[config.mk]
export PLATFORM = sky130hd
export DESIGN_NAME = sync_len_checksum_deframer_core_flat
export DESIGN_NICKNAME = d
export VERILOG_FILES = /design/src/hdl/sldf_pkg.sv /design/src/hdl/sldf_req_if.sv /design/src/hdl/sldf_rsp_if.sv /design/src/hdl/sldf_csr_if.sv /design/src/hdl/sldf_ram.sv /design/src/hdl/sync_len_checksum_deframer_core.sv /design/src/flat_wrapper.sv
export SDC_FILE = /design/constraint.sdc
export NUM_CORES = 1
export LEC_CHECK = 0
export ABC_CLOCK_PERIOD_IN_PS = 13000
export BUFFER_PORTS_ARGS = -buffer_cell sky130_fd_sc_hd__buf_2
export CORE_ASPECT_RATIO = 0.6
export CORE_MARGIN = 2
export CORE_UTILIZATION = 35
export DETAILED_ROUTE_END_ITERATION = 7
export GPL_ROUTABILITY_DRIVEN = 0
export GPL_TIMING_DRIVEN = 0
export HOLD_SLACK_MARGIN = 0.02
export PLACE_DENSITY_LB_ADDON = 0.12
export SETUP_SLACK_MARGIN = 0.15
export SYNTH_ARGS = -nofsm -noshare
export SYNTH_HDL_FRONTEND = slang
export SYNTH_SLANG_ARGS = --single-unit
[constraint.sdc]
create_clock -name clock -period 13 [get_ports clock]
set_input_delay 2.6 -clock clock [delete_from_list [all_inputs] [get_ports clock]]
set_output_delay 2.6 -clock clock [all_outputs]
set_load 0.02 [all_outputs]
[src/hdl/sldf_pkg.sv]
// shared types and constants of the sync/length/checksum deframer
`default_nettype none
package sldf_pkg;

   localparam logic [7:0] SYNC_FIRST = 8'h55;
   localparam logic [7:0] SYNC_SECOND = 8'hAA;
   localparam logic [15:0] SUM_INIT = 16'hFFFF;
   localparam logic [15:0] TICKS_MAX = 16'hFFFF;
   localparam logic [15:0] TIMEOUT_RESET = 16'd100;
   localparam int HDR_BYTES = 4;

   typedef enum logic {
      OP_BYTE = 1'b0,
      OP_TICK = 1'b1
   } op_type;

   typedef enum logic [2:0] {
      ST_PAYLOAD  = 3'd0,
      ST_EMPTY    = 3'd1,
      ST_BAD_SUM  = 3'd2,
      ST_TIMEOUT  = 3'd3,
      ST_OVERFLOW = 3'd4,
      ST_BAD_LEN  = 3'd5
   } status_type;

endpackage
`default_nettype wire

[src/hdl/sldf_req_if.sv]
// input channel: received byte or millisecond tick
`default_nettype none
interface sldf_req_if;
   logic       valid;
   logic       ready;
   logic       op;
   logic [7:0] rx_byte;

   modport source (output valid, output op, output rx_byte, input ready);
   modport sink (input valid, input op, input rx_byte, output ready);
endinterface
`default_nettype wire

[src/hdl/sldf_rsp_if.sv]
// result channel: payload bytes and frame status
`default_nettype none
interface sldf_rsp_if;
   logic       valid;
   logic       ready;
   logic [2:0] status;
   logic [7:0] frame_addr;
   logic [7:0] frame_hz;
   logic [7:0] frame_cmd;
   logic [7:0] payload_byte;
   logic [5:0] payload_index;
   logic       last;

   modport source (output valid, output status, output frame_addr, output frame_hz,
                   output frame_cmd, output payload_byte, output payload_index,
                   output last, input ready);
   modport sink (input valid, input status, input frame_addr, input frame_hz,
                 input frame_cmd, input payload_byte, input payload_index,
                 input last, output ready);
endinterface
`default_nettype wire

[src/hdl/sldf_csr_if.sv]
// configuration write channel for the idle timeout register
`default_nettype none
interface sldf_csr_if;
   logic        valid;
   logic        ready;
   logic [15:0] data;

   modport source (output valid, output data, input ready);
   modport sink (input valid, input data, output ready);
endinterface
`default_nettype wire

[src/hdl/sldf_ram.sv]
// generic single-write, single-read RAM with registered read data
`default_nettype none
module sldf_ram #(
   parameter int WIDTH = 8,
   parameter int DEPTH = 58
) (
   input  wire logic                     clock,
   input  wire logic                     wr_en,
   input  wire logic [$clog2(DEPTH)-1:0] wr_addr,
   input  wire logic [WIDTH-1:0]         wr_data,
   input  wire logic                     rd_en,
   input  wire logic [$clog2(DEPTH)-1:0] rd_addr,
   output logic      [WIDTH-1:0]         rd_data
);

   logic [WIDTH-1:0] mem_ff [DEPTH];
   logic [WIDTH-1:0] rd_data_ff;

   always_ff @(posedge clock) begin
      if (wr_en) begin
         mem_ff[wr_addr] <= wr_data;
      end
      if (rd_en) begin
         rd_data_ff <= mem_ff[rd_addr];
      end
   end

   assign rd_data = rd_data_ff;

endmodule
`default_nettype wire

[src/hdl/sync_len_checksum_deframer_core.sv]
// a status result is registered at the edge that accepts its input byte or tick
// throughput: one byte or tick per cycle while the result register is free and no payload burst runs
// a good frame of n payload bytes plays out of the payload RAM: a read state, then
//   up to one result per cycle while the result register is free; no input is taken during it
// reset: synchronous, active high; clears control, timeout back to 100 ms ticks;
//   the payload RAM is not cleared (only written entries are ever read)
`default_nettype none
module sync_len_checksum_deframer_core
   import sldf_pkg::*;
#(
   parameter int MAX_FRAME_BYTES = 64
) (
   input  wire logic clock,
   input  wire logic reset,
   sldf_req_if.sink  req_if,
   sldf_rsp_if.source rsp_if,
   sldf_csr_if.sink  csr_if
);

   localparam int STORE_DEPTH = MAX_FRAME_BYTES - 6;
   localparam int AW = $clog2(STORE_DEPTH);
   localparam logic [7:0] MAX_W = 8'(MAX_FRAME_BYTES);
   localparam logic [7:0] DEPTH_W = 8'(STORE_DEPTH);

   typedef enum logic [1:0] {
      S_RUN,
      S_READ,
      S_EMIT
   } state_type;

   state_type   state_ff, state_in;
   logic        saw_sync_ff, saw_sync_in;
   logic        in_frame_ff, in_frame_in;
   logic [7:0]  byte_count_ff, byte_count_in;
   logic [7:0]  hdr_len_ff, hdr_len_in;
   logic [7:0]  hdr_addr_ff, hdr_addr_in;
   logic [7:0]  hdr_hz_ff, hdr_hz_in;
   logic [7:0]  hdr_cmd_ff, hdr_cmd_in;
   logic [15:0] sum_ff, sum_in;
   logic [7:0]  sum_low_ff, sum_low_in;
   logic [15:0] idle_ff, idle_in;
   logic [15:0] timeout_ff, timeout_in;
   logic [7:0]  burst_n_ff, burst_n_in;
   logic [7:0]  burst_idx_ff, burst_idx_in;

   logic        rsp_valid_ff, rsp_valid_in;
   status_type  rsp_status_ff, rsp_status_in;
   logic [7:0]  rsp_addr_ff, rsp_addr_in;
   logic [7:0]  rsp_hz_ff, rsp_hz_in;
   logic [7:0]  rsp_cmd_ff, rsp_cmd_in;
   logic [7:0]  rsp_byte_ff, rsp_byte_in;
   logic [5:0]  rsp_index_ff, rsp_index_in;
   logic        rsp_last_ff, rsp_last_in;

   logic          out_free;
   logic          req_ready;
   logic          req_take;
   logic [7:0]    cnt;
   logic [7:0]    len;
   logic [8:0]    cnt9;
   logic [8:0]    len9;
   logic [7:0]    store_idx;
   logic [15:0]   ticks_next;
   logic [15:0]   got_sum;
   logic          finished;
   logic          emit_en;
   status_type    emit_status;
   logic [7:0]    emit_byte;
   logic [5:0]    emit_index;
   logic          emit_last;
   logic          ram_wr_en;
   logic [AW-1:0] ram_wr_addr;
   logic          ram_rd_en;
   logic [AW-1:0] ram_rd_addr;
   logic [7:0]    ram_rd_data;

   sldf_ram #(
      .WIDTH(8),
      .DEPTH(STORE_DEPTH)
   ) u_payload_ram (
      .clock  (clock),
      .wr_en  (ram_wr_en),
      .wr_addr(ram_wr_addr),
      .wr_data(req_if.rx_byte),
      .rd_en  (ram_rd_en),
      .rd_addr(ram_rd_addr),
      .rd_data(ram_rd_data)
   );

   assign out_free = !rsp_valid_ff || rsp_if.ready;
   assign req_ready = (state_ff == S_RUN) && out_free;
   assign req_take = req_if.valid && req_ready;

   assign req_if.ready = req_ready;
   assign csr_if.ready = 1'b1;

   assign rsp_if.valid = rsp_valid_ff;
   assign rsp_if.status = rsp_status_ff;
   assign rsp_if.frame_addr = rsp_addr_ff;
   assign rsp_if.frame_hz = rsp_hz_ff;
   assign rsp_if.frame_cmd = rsp_cmd_ff;
   assign rsp_if.payload_byte = rsp_byte_ff;
   assign rsp_if.payload_index = rsp_index_ff;
   assign rsp_if.last = rsp_last_ff;

   always_comb begin
      state_in = state_ff;
      saw_sync_in = saw_sync_ff;
      in_frame_in = in_frame_ff;
      byte_count_in = byte_count_ff;
      hdr_len_in = hdr_len_ff;
      hdr_addr_in = hdr_addr_ff;
      hdr_hz_in = hdr_hz_ff;
      hdr_cmd_in = hdr_cmd_ff;
      sum_in = sum_ff;
      sum_low_in = sum_low_ff;
      idle_in = idle_ff;
      timeout_in = timeout_ff;
      burst_n_in = burst_n_ff;
      burst_idx_in = burst_idx_ff;

      cnt = byte_count_ff + 8'd1;
      len = (cnt == 8'd1) ? req_if.rx_byte : hdr_len_ff;
      cnt9 = {1'b0, cnt};
      len9 = {1'b0, len};
      store_idx = cnt - 8'd5;
      ticks_next = (idle_ff == TICKS_MAX) ? idle_ff : idle_ff + 16'd1;
      got_sum = {req_if.rx_byte, sum_low_ff};
      finished = 1'b0;

      emit_en = 1'b0;
      emit_status = ST_PAYLOAD;
      emit_byte = 8'd0;
      emit_index = 6'd0;
      emit_last = 1'b1;

      ram_wr_en = 1'b0;
      ram_wr_addr = store_idx[AW-1:0];
      ram_rd_en = 1'b0;
      ram_rd_addr = burst_idx_ff[AW-1:0];

      if (csr_if.valid) begin
         timeout_in = csr_if.data;
      end

      case (state_ff)
         S_RUN: begin
            if (req_take) begin
               if (req_if.op == OP_TICK) begin
                  if (in_frame_ff) begin
                     idle_in = ticks_next;
                     if (ticks_next >= timeout_ff) begin
                        emit_en = 1'b1;
                        emit_status = ST_TIMEOUT;
                     end
                  end
               end else if (!in_frame_ff) begin
                  if (saw_sync_ff && req_if.rx_byte == SYNC_SECOND) begin
                     in_frame_in = 1'b1;
                     saw_sync_in = 1'b0;
                     byte_count_in = 8'd0;
                     hdr_len_in = 8'd0;
                     hdr_addr_in = 8'd0;
                     hdr_hz_in = 8'd0;
                     hdr_cmd_in = 8'd0;
                     sum_in = SUM_INIT;
                     sum_low_in = 8'd0;
                     idle_in = 16'd0;
                  end else begin
                     saw_sync_in = (req_if.rx_byte == SYNC_FIRST);
                  end
               end else begin
                  idle_in = 16'd0;
                  byte_count_in = cnt;
                  if (cnt <= 8'(HDR_BYTES)) begin
                     case (cnt[1:0])
                        2'd1:    hdr_len_in = req_if.rx_byte;
                        2'd2:    hdr_addr_in = req_if.rx_byte;
                        2'd3:    hdr_hz_in = req_if.rx_byte;
                        default: hdr_cmd_in = req_if.rx_byte;
                     endcase
                     sum_in = sum_ff - {8'd0, req_if.rx_byte};
                     if (cnt == 8'(HDR_BYTES) && len < 8'd2) begin
                        finished = 1'b1;
                        emit_en = 1'b1;
                        emit_status = ST_BAD_LEN;
                     end
                  end else if (cnt9 <= len9 + 9'd2) begin
                     ram_wr_en = (store_idx < DEPTH_W);
                     sum_in = sum_ff - {8'd0, req_if.rx_byte};
                  end else if (cnt9 == len9 + 9'd3) begin
                     sum_low_in = req_if.rx_byte;
                  end else if (cnt9 == len9 + 9'd4) begin
                     finished = 1'b1;
                     if (got_sum != sum_ff) begin
                        emit_en = 1'b1;
                        emit_status = ST_BAD_SUM;
                     end else if (len == 8'd2) begin
                        emit_en = 1'b1;
                        emit_status = ST_EMPTY;
                     end else begin
                        // good frame with payload: play it out of the RAM
                        in_frame_in = 1'b0;
                        saw_sync_in = 1'b0;
                        burst_n_in = len - 8'd2;
                        burst_idx_in = 8'd0;
                        state_in = S_READ;
                     end
                  end
                  if (!finished && cnt >= MAX_W) begin
                     emit_en = 1'b1;
                     emit_status = ST_OVERFLOW;
                  end
               end
               // every status result ends the frame
               if (emit_en) begin
                  in_frame_in = 1'b0;
                  saw_sync_in = 1'b0;
               end
            end
         end
         S_READ: begin
            ram_rd_en = 1'b1;
            state_in = S_EMIT;
         end
         S_EMIT: begin
            if (out_free) begin
               emit_en = 1'b1;
               emit_status = ST_PAYLOAD;
               emit_byte = ram_rd_data;
               emit_index = burst_idx_ff[5:0];
               emit_last = (burst_idx_ff + 8'd1 == burst_n_ff);
               if (emit_last) begin
                  state_in = S_RUN;
               end else begin
                  // fetch the next byte while this one is loaded
                  burst_idx_in = burst_idx_ff + 8'd1;
                  ram_rd_en = 1'b1;
                  ram_rd_addr = burst_idx_in[AW-1:0];
               end
            end
         end
         default: begin
            state_in = S_RUN;
         end
      endcase

      rsp_valid_in = rsp_valid_ff && !rsp_if.ready;
      rsp_status_in = rsp_status_ff;
      rsp_addr_in = rsp_addr_ff;
      rsp_hz_in = rsp_hz_ff;
      rsp_cmd_in = rsp_cmd_ff;
      rsp_byte_in = rsp_byte_ff;
      rsp_index_in = rsp_index_ff;
      rsp_last_in = rsp_last_ff;
      if (emit_en) begin
         rsp_valid_in = 1'b1;
         rsp_status_in = emit_status;
         rsp_addr_in = hdr_addr_in;
         rsp_hz_in = hdr_hz_in;
         rsp_cmd_in = hdr_cmd_in;
         rsp_byte_in = emit_byte;
         rsp_index_in = emit_index;
         rsp_last_in = emit_last;
      end
   end

   always_ff @(posedge clock) begin
      if (reset) begin
         state_ff <= S_RUN;
         saw_sync_ff <= 1'b0;
         in_frame_ff <= 1'b0;
         byte_count_ff <= 8'd0;
         hdr_len_ff <= 8'd0;
         hdr_addr_ff <= 8'd0;
         hdr_hz_ff <= 8'd0;
         hdr_cmd_ff <= 8'd0;
         sum_ff <= SUM_INIT;
         sum_low_ff <= 8'd0;
         idle_ff <= 16'd0;
         timeout_ff <= TIMEOUT_RESET;
         burst_n_ff <= 8'd0;
         burst_idx_ff <= 8'd0;
         rsp_valid_ff <= 1'b0;
      end else begin
         state_ff <= state_in;
         saw_sync_ff <= saw_sync_in;
         in_frame_ff <= in_frame_in;
         byte_count_ff <= byte_count_in;
         hdr_len_ff <= hdr_len_in;
         hdr_addr_ff <= hdr_addr_in;
         hdr_hz_ff <= hdr_hz_in;
         hdr_cmd_ff <= hdr_cmd_in;
         sum_ff <= sum_in;
         sum_low_ff <= sum_low_in;
         idle_ff <= idle_in;
         timeout_ff <= timeout_in;
         burst_n_ff <= burst_n_in;
         burst_idx_ff <= burst_idx_in;
         rsp_valid_ff <= rsp_valid_in;
      end
      rsp_status_ff <= rsp_status_in;
      rsp_addr_ff <= rsp_addr_in;
      rsp_hz_ff <= rsp_hz_in;
      rsp_cmd_ff <= rsp_cmd_in;
      rsp_byte_ff <= rsp_byte_in;
      rsp_index_ff <= rsp_index_in;
      rsp_last_ff <= rsp_last_in;
   end

`ifndef SYNTHESIS
   a_no_input_during_burst: assert property (@(posedge clock) disable iff (reset)
      (state_ff != S_RUN) |-> !req_if.ready)
      else $error("input accepted while payload burst is running");

   a_status_has_no_payload: assert property (@(posedge clock) disable iff (reset)
      (rsp_valid_ff && rsp_status_ff != ST_PAYLOAD) |->
      (rsp_byte_ff == 8'd0 && rsp_index_ff == 6'd0 && rsp_last_ff))
      else $error("status result carries payload fields");

   a_frame_clears_sync: assert property (@(posedge clock) disable iff (reset)
      in_frame_ff |-> !saw_sync_ff)
      else $error("sync hunt armed inside a frame");

   a_count_in_range: assert property (@(posedge clock) disable iff (reset)
      in_frame_ff |-> (byte_count_ff < MAX_W))
      else $error("frame byte count passed its limit");

   a_burst_index_in_range: assert property (@(posedge clock) disable iff (reset)
      (state_ff == S_EMIT) |-> (burst_idx_ff < burst_n_ff && burst_n_ff <= DEPTH_W))
      else $error("payload burst index out of range");
`endif

endmodule
`default_nettype wire

[src/flat_wrapper.sv]
// flat-port wrapper written by rule: the top's interface ports become plain ports
module sync_len_checksum_deframer_core_flat import sldf_pkg::*;
#(
   parameter int MAX_FRAME_BYTES = 64
)
  (clock, reset, req_if_valid, req_if_op, req_if_rx_byte, req_if_ready, rsp_if_valid, rsp_if_status, rsp_if_frame_addr, rsp_if_frame_hz, rsp_if_frame_cmd, rsp_if_payload_byte, rsp_if_payload_index, rsp_if_last, rsp_if_ready, csr_if_valid, csr_if_data, csr_if_ready);
  sldf_req_if req_if_i ();
  sldf_rsp_if rsp_if_i ();
  sldf_csr_if csr_if_i ();
  input  wire logic clock;
  input  wire logic reset;
  input wire logic [$bits(req_if_i.valid)-1:0] req_if_valid;
  input wire logic [$bits(req_if_i.op)-1:0] req_if_op;
  input wire logic [$bits(req_if_i.rx_byte)-1:0] req_if_rx_byte;
  output wire logic [$bits(req_if_i.ready)-1:0] req_if_ready;
  output wire logic [$bits(rsp_if_i.valid)-1:0] rsp_if_valid;
  output wire logic [$bits(rsp_if_i.status)-1:0] rsp_if_status;
  output wire logic [$bits(rsp_if_i.frame_addr)-1:0] rsp_if_frame_addr;
  output wire logic [$bits(rsp_if_i.frame_hz)-1:0] rsp_if_frame_hz;
  output wire logic [$bits(rsp_if_i.frame_cmd)-1:0] rsp_if_frame_cmd;
  output wire logic [$bits(rsp_if_i.payload_byte)-1:0] rsp_if_payload_byte;
  output wire logic [$bits(rsp_if_i.payload_index)-1:0] rsp_if_payload_index;
  output wire logic [$bits(rsp_if_i.last)-1:0] rsp_if_last;
  input wire logic [$bits(rsp_if_i.ready)-1:0] rsp_if_ready;
  input wire logic [$bits(csr_if_i.valid)-1:0] csr_if_valid;
  input wire logic [$bits(csr_if_i.data)-1:0] csr_if_data;
  output wire logic [$bits(csr_if_i.ready)-1:0] csr_if_ready;
  assign req_if_i.valid = req_if_valid;
  assign req_if_i.op = req_if_op;
  assign req_if_i.rx_byte = req_if_rx_byte;
  assign req_if_ready = req_if_i.ready;
  assign rsp_if_valid = rsp_if_i.valid;
  assign rsp_if_status = rsp_if_i.status;
  assign rsp_if_frame_addr = rsp_if_i.frame_addr;
  assign rsp_if_frame_hz = rsp_if_i.frame_hz;
  assign rsp_if_frame_cmd = rsp_if_i.frame_cmd;
  assign rsp_if_payload_byte = rsp_if_i.payload_byte;
  assign rsp_if_payload_index = rsp_if_i.payload_index;
  assign rsp_if_last = rsp_if_i.last;
  assign rsp_if_i.ready = rsp_if_ready;
  assign csr_if_i.valid = csr_if_valid;
  assign csr_if_i.data = csr_if_data;
  assign csr_if_ready = csr_if_i.ready;
  sync_len_checksum_deframer_core #(.MAX_FRAME_BYTES(MAX_FRAME_BYTES)) u_core (.clock(clock), .reset(reset), .req_if(req_if_i), .rsp_if(rsp_if_i), .csr_if(csr_if_i));
endmodule
# Word-level counts from Yosys, hierarchy flattened
# Memories as Yosys holds them, arrays and structs flattened. A register that Yosys moved wholly into a read port is not among the register bits.
# Cells that the tools add are included.
[word_totals]
word_cells = 245
mem_bits_rw = 464
ff_bits = 159
romBits = 0
in_bits = 30
n_memories = 1
output_inout_bits = 45
latchBits = 0
[memory_table]
columns = ["memory", "depth", "width", "read_ports", "rd_ports_with_merged_regs", "write_ports", "line", "text"]
rows = [
  ["u_core.u_payload_ram.mem_ff", 58, 8, 1, 1, 1, "sldf_ram.sv:16", "logic [WIDTH-1:0] mem_ff [DEPTH];"],
]
[op_classes]
eq_ne = 41
mul = 0
order_cmp = 6
n_shift = 0
n_div = 0
bitwise = 6
reduce_logical = 26
n_mux = 134
n_addsub = 9
[op_table]
columns = ["op", "n"]
rows = [
  ["2-to-1 mux 8 bit", 42],
  ["2-to-1 mux 16 bit", 9],
  ["2-to-1 mux 1 bit", 54],
  ["2-to-1 mux 3 bit", 10],
  ["!= test 2 bit (second input constant)", 13],
  ["2-to-1 mux 2 bit", 12],
  ["!= test 3 bit (second input constant)", 7],
  ["adder 8 x 2 -> 9 bit (second input constant)", 2],
  ["== test 8 x 9 -> 1 bit", 2],
  ["2-to-1 mux 6 bit", 3],
  ["adder 16 x 1 -> 16 bit (second input constant)", 1],
  ["adder 8 x 1 -> 8 bit (second input constant)", 2],
  ["== test 16 bit (second input constant)", 1],
  [">= comparator 16 bit", 1],
  ["!= test 16 bit", 1],
  ["one-hot mux 8 bit (2 select lines)", 1],
  ["subtractor 16 x 8 -> 16 bit", 1],
  ["!= test 2 x 1 -> 1 bit (second input constant)", 6],
  ["AND reduction 12 bit", 1],
  ["AND reduction 11 bit", 1],
  ["AND reduction 10 bit", 1],
  ["adder 8 x 3 -> 9 bit (second input constant)", 1],
  ["less-or-equal comparator 8 x 9 -> 1 bit", 1],
  ["AND reduction 9 bit", 1],
  ["other kinds (29)", 48],
]

# Depth between registers and ports, before layout
[depth]
word_depth = 23
depth_mapped = 27
mapped_depth_nobuf = 23

# Hierarchy
# A second synthesis with hierarchy kept.
[unflattened]
hier_cells = 1911
hier_area_um2 = 27647.8
[by_module_without_submodules]
columns = ["mod", "instances", "seq_area_each_um2", "area_each_um2", "cells_per_inst"]
rows = [
  ["sldf_ram", 1, 14173.6, 18427.7, 877],
  ["sync_len_checksum_deframer_core", 1, 3603.5, 9220.1, 1034],
]

# Least setup slack after synthesis
# Ideal clock, no wire load.
[synth_path]
path_type = "input to register"
start = "in req_if_rx_byte[1]"
end = "reg u_core.rsp_addr_ff[0] (netlist: u_core.rsp_if.frame_addr[0]), enable pin"
path_buffers = 2
slack_ns = 3.806
cell_stages = 21
t_arrival_ns = 8.694
required_ns = 12.500
setup_time_ns = 0.500
path_cell_list = "clkbuf_1 > inv_1 > nor2_1 > a21oi_1 > inv_1 > ha_1 > nand2_1 > nor3_1 > xor2_1 > ha_1 > nand4_1 > o22ai_1 > nor2_1 > o21ai_0 > a21oi_1 > o2111ai_1 > or4_1 > buf_2 > nor2_1 > nor3b_1 > o21ai_0"
[synth_via]
elab_chain_len = 20
elab_cells_between_ends = 35
cone_classes = "3 x add/sub; 2 x order compare; 4 x eq/ne; 23 x mux; 3 x reduce/logical"
[synth_rtl]
columns = ["element", "line", "text"]
rows = [
  ["start, declared", "flat_wrapper.sv:14", "input wire logic [$bits(req_if_i.rx_byte)-1:0] req_if_rx_byte;"],
  ["branches (longest 13 deep; another with adder 8 x 2 -> 9 bit)", "--", ""],
  ["2-to-1 mux 1 bit *", "sync_len_checksum_deframer_core.sv:210", "if (!finished && cnt >= MAX_W) begin"],
  ["2-to-1 mux 1 bit *", "sync_len_checksum_deframer_core.sv:157", "end else if (!in_frame_ff) begin"],
  ["2-to-1 mux 1 bit *", "sync_len_checksum_deframer_core.sv:149", "if (req_if.op == OP_TICK) begin"],
  ["2-to-1 mux 1 bit *", "sync_len_checksum_deframer_core.sv:148", "if (req_take) begin"],
  ["2-to-1 mux 1 bit *", "sync_len_checksum_deframer_core.sv:146", "case (state_ff)"],
  ["2-to-1 mux 1 bit *", "sync_len_checksum_deframer_core.sv:148", ""],
  ["one-hot mux 1 bit (2 select lines) *", "sync_len_checksum_deframer_core.sv:146", ""],
  ["named net u_core.emit_en", "sync_len_checksum_deframer_core.sv:66", "logic emit_en;"],
  ["end signal, assigned", "sync_len_checksum_deframer_core.sv:303", "rsp_addr_ff <= rsp_addr_in;"],
  ["end, declared", "sync_len_checksum_deframer_core.sv:48", "logic [7:0] rsp_addr_ff, rsp_addr_in;"],
]
# Mark *: on every way through the listed nets, which the timed path passes. The select of a mux whose other input is x is not followed.
# A chain may end at the register's enable or synchronous reset.

# Worst setup path in the final report
[layout_path]
start = "in req_if_rx_byte[5]"
end = "mem u_core.u_payload_ram.mem_ff[28][2], enable pin"
[layout_via]
elab_chain_len = 11
[layout_rtl]
columns = ["element", "line", "text"]
rows = [
  ["2-to-1 mux 8 bit", "sync_len_checksum_deframer_core.sv:123", "len = (cnt == 8'd1) ? req_if.rx_byte : hdr_len_ff;"],
  ["adder 8 x 2 -> 9 bit", "sync_len_checksum_deframer_core.sv:188", "end else if (cnt9 <= len9 + 9'd2) begin"],
  ["less-or-equal comparator 8 x 9 -> 1 bit", "sync_len_checksum_deframer_core.sv:188", ""],
  ["2-to-1 mux 1 bit", "sync_len_checksum_deframer_core.sv:188", ""],
  ["2-to-1 mux 1 bit", "sync_len_checksum_deframer_core.sv:175", "if (cnt <= 8'(HDR_BYTES)) begin"],
  ["2-to-1 mux 1 bit", "sync_len_checksum_deframer_core.sv:157", ""],
  ["2-to-1 mux 1 bit", "sync_len_checksum_deframer_core.sv:149", ""],
  ["2-to-1 mux 1 bit", "sync_len_checksum_deframer_core.sv:148", ""],
  ["2-to-1 mux 1 bit", "sync_len_checksum_deframer_core.sv:146", ""],
  ["2-to-1 mux 1 bit", "sldf_ram.sv:20", "if (wr_en) begin"],
  ["2-to-1 mux 1 bit (not written as such)", "sldf_ram.sv:21", "mem_ff[wr_addr] <= wr_data;"],
  ["end, declared", "sldf_ram.sv:16", ""],
]
# No other way between the ends.

==> impl_metrics.csv <==
group,metric,value,unit
status,outcome,"complete, but fails checks",
status,violations,"capacitance limit, slew limit",
timing,finalHoldViolCount,0,
synthesis,synthSimpleGateAreaFrac,15.3,%
pwr,leakagePower,11.7,nW
synthesis,synth_top_family_by_area,"simple AND/OR/NAND/NOR gates",
cts,cts_made_buffers,60,
synthesis,synth_compound_area_share,14.0,%
synthesis,dominantRegCellSynth,"edfxtp_1",
die,start_util,35.6,%
routing,drcViolationCount,0,
die,row_count,82,
routing,drt-total-wl,113000,um
timing,holdWs,0.467,ns
routing,dr_total_vias,23400,
critical_path,required,13.24,ns
cts,clkTransAtPathRegs,0.08,ns
critical_path,arrival,9.04,ns
cts,ctsResizeCount,0,
critical_path,max_stage_delay,1.29,ns
routing,dr.pass1.iters,6,
cts,cts_setup_buffers,0,
timing,fin_crit_sh,67.7,%
cts,clock-sinks,631,
pwr,p_per_area,122,nW/um^2
synthesis,synth_seq_area_share,59.5,%
die,core_area,84000,um^2
global_routing,grt_max_degree,63,
placement,io_buffers,72,
synthesis,ys_ff_latch,631,
critical_path,cp-end-kind,"register",
timing,postLayoutSetupSlackWorst,4.20,ns
cts,tritoncts,"done",
critical_path,cp_num_buf_inv,3,
cells_and_area,utilization,40.2,%
synthesis,syn-cell-area,29900,um^2
cts,holdBufCountCts,0,
routing,avgViaCountPerCell,5.91,
cts,cts_root_buffer,"clkbuf_16",
synthesis,synth.avg_cell_area,11.3,um^2
global_routing,grt_pass1_wl,158000,um
cts,clk_latency,0.67,ns
synthesis,synth_nets,2716,
global_routing,grt_pass1_vias,21700,
timing,setup_viol,0,
critical_path,r2r_slack,5.18,ns
global_routing,gr-total-overflow,0,
synthesis,yosysWarnings,0,
global_routing,grt_util_all_layers,24.9,%
placement,post_dp_cell_area,31800,um^2
timing,final_max_slew_viol_count,9,
pwr,max-vdd-ir-drop,0.0000959,V
critical_path,cp-start-kind,"primary input",
cells_and_area,layout_common_cells,"edfxtp_1 (514), nand2_1 (340), nor2_1 (182)",
placement,dpl_worst_slack,3.85,ns
cells_and_area,synthToLayoutAreaGrowth,13.1,%
critical_path,criticalPathCategory,"in2reg",
cts,ctsHtreeMaxLevel,2,
synthesis,synthAdderAreaFrac,2.08,%
critical_path,path_delay_family,"simple AND/OR/NAND/NOR gates",
placement,dp_hpwl,82900,um
die,fp.dieW,381,um
timing,setup_tns,0,ns
cells_and_area,nNetsFinal,2857,
timing,rsz0062_at_grt,"no",
worst_hold_path,hp-class,"reg2reg",
die,dieArea,87800,um^2
cells_and_area,drive_above_1_share,11.1,%
synthesis,syn_inst,2637,
routing,drt_iter0_markers,3264,
synthesis,synthMuxAreaShare,3.31,%
synthesis,synth_edf_count,514,
routing,wl_per_cell,28.4,um
critical_path,crit_fanout,59,
cts,clk_path_buf_depth,3,
cells_and_area,design_area,33800,um^2
critical_path,crit_path_cell_trace,"buf_2 -> clkbuf_1 -> inv_1 -> nor2_1 -> a21oi_1 -> nor3_1 -> xor2_1 -> ha_1 -> a211o_1 -> a21oi_1 -> a21oi_1 -> o311ai_0 -> o2111ai_1 -> nor2_1 -> nand3b_1 -> nor2_1",
timing,period_minus_slack,8.80,ns
routing,postRouteAntennaNets,0,
cells_and_area,num-fill-cells,8077,
timing,max_freq,114,MHz
die,die_h,230,um
die,ios,75,
synthesis,synth-xor-area-share,2.47,%
synthesis,ys_types,100,
cells_and_area,mostFrequentLayoutCell,"edfxtp_1",
synthesis,async_flop_share,0,%
critical_path,slowest_stage,"nor2_1",
timing,relSlewSlack,-3.67,%
timing,finClkSkew,0.0340,ns
global_routing,antenna_found_initial,6,
timing,tightestPinTransition,1.55,ns
flow_run,max_cap_violations,1,
metrics by stage:
step	power, W	cells
2_1_floorplan	0.00229	2637
3_3_place_gp	0.00236	3843
3_5_place_dp	0.00236	3848
4_1_cts	0.00415	3962
5_1_grt	0.00423	3964
6_report	0.00413	3965
where the power goes:
part | total [W] | internal, W | leakage [nW] | switching (W)
Sequential | 0.00219 | 0.00218 | 5.56 | 0.00000245
Combinational | 0.000134 | 0.0000335 | 5.18 | 0.000100
Clock | 0.00181 | 0.000979 | 0.959 | 0.000830
Total | 0.00413 | 0.00320 | 11.7 | 0.000933
Yosys cell counts (12+ instances only):
cell      number  area, um^2
a211oi_1      39         293
a21oi_1      139         696
a221oi_1      23         201
a22o_1        45         394
a22oi_1       70         526
a31o_2        12         105
a31oi_1       27         169
and2_1        37         231
and3_1        64         400
buf_1         13        48.8
buf_2         59         295
buf_4         13        97.6
clkbuf_1      88         330
dfxtp_1      117        2340
edfxtp_1     514       15400
ha_1          48         601
inv_1         52         195
mux2_2        15         169
mux2i_1       82         821
nand2_1      340        1280
nand3_1      162         811
nand4_1       30         188
nor2_1       183         687
nor3_1        34         170
nor4_1        19         119
o211ai_1      16         120
o21a_1        18         135
o21ai_0       48         240
o221ai_1      18         158
o22ai_1       14        87.6
or3_1         12        75.1
or4_1         13        97.6
xnor2_1       52         455
xor2_1        25         219
kinds of logic (layout without fill, tap and decap cells):
logic type / count (synthesis) / in the layout
DFF: 631 / 631
other: 1 / 2
and+or+nand+nor: 962 / 962
buffers and inverters: 231 / 424
xor gates and xnor gates: 81 / 81
AOI/OAI and AO/OA: 585 / 585
muxes: 97 / 97
adders and majority gates: 49 / 49
flip-flops by register name (all words and copies together), names as in the netlist, 8 cells and up:
signal / count
u_core.hdr_len_ff: 8
u_core.hdr_hz_ff: 8
u_core.hdr_cmd_ff: 8
u_core.rsp_if.payload_byte: 8
u_core.u_payload_ram.rd_data: 8
u_core.sum_low_ff: 8
u_core.sum_ff: 16
u_core.rsp_if.frame_hz: 8
u_core.burst_idx_ff: 8
u_core.hdr_addr_ff: 8
u_core.burst_n_ff: 8
u_core.idle_ff: 16
u_core.rsp_if.frame_cmd: 8
u_core.rsp_if.frame_addr: 8
u_core.byte_count_ff: 8
u_core.u_payload_ram.mem_ff: 464
u_core.timeout_ff: 16
area by class of cell:
class | count | area (um^2) | share of cell area (%)
Multi-Input combinational cell | 1775 | 11100 | 32.9
Tap cell | 1134 | 1420 | 4.20
Clock buffer | 76 | 1640 | 4.86
Buffer | 177 | 811 | 2.40
Timing Repair Buffer | 79 | 474 | 1.40
Inverter | 54 | 203 | 0.600
Clock inverter | 38 | 340 | 1.01
Sequential cell | 631 | 17800 | 52.6
Antenna cell | 1 | 2.50 | 0.00740
metal layers:
layer / part of all wire [%] / vias to the layer above / global-route usage [%] / routed length, um
li1: - / 10200 / - / -
met3: 13 / 141 / 9.05 / 14600
met5: 0.051 / - / 0 / 57
met2: 37 / 1275 / 31.0 / 41100
met1: 49 / 11800 / 40.0 / 55000
met4: 1.7 / 10 / 4.58 / 1870
worst min-delay path: cells and delay by family, from the launching register on:
kind             cells  cell delay, ns
and+or+nand+nor      1            0.05
muxes                1            0.05
DFF                  1            0.32
path summary, 6_finish.rpt:
check | depth (start not counted) | start | end
setup / recovery | 16 | req_if_rx_byte[5] | u_core.u_payload_ram.mem_ff[28][2]
hold / removal | 2 | u_core.saw_sync_ff | u_core.saw_sync_ff
setup reg to reg | 23 | u_core.byte_count_ff[0] | u_core.u_payload_ram.mem_ff[28][2]
hold reg to reg | 2 | u_core.saw_sync_ff | u_core.saw_sync_ff
No activity file was read; power rests on OpenSTA's default activity.
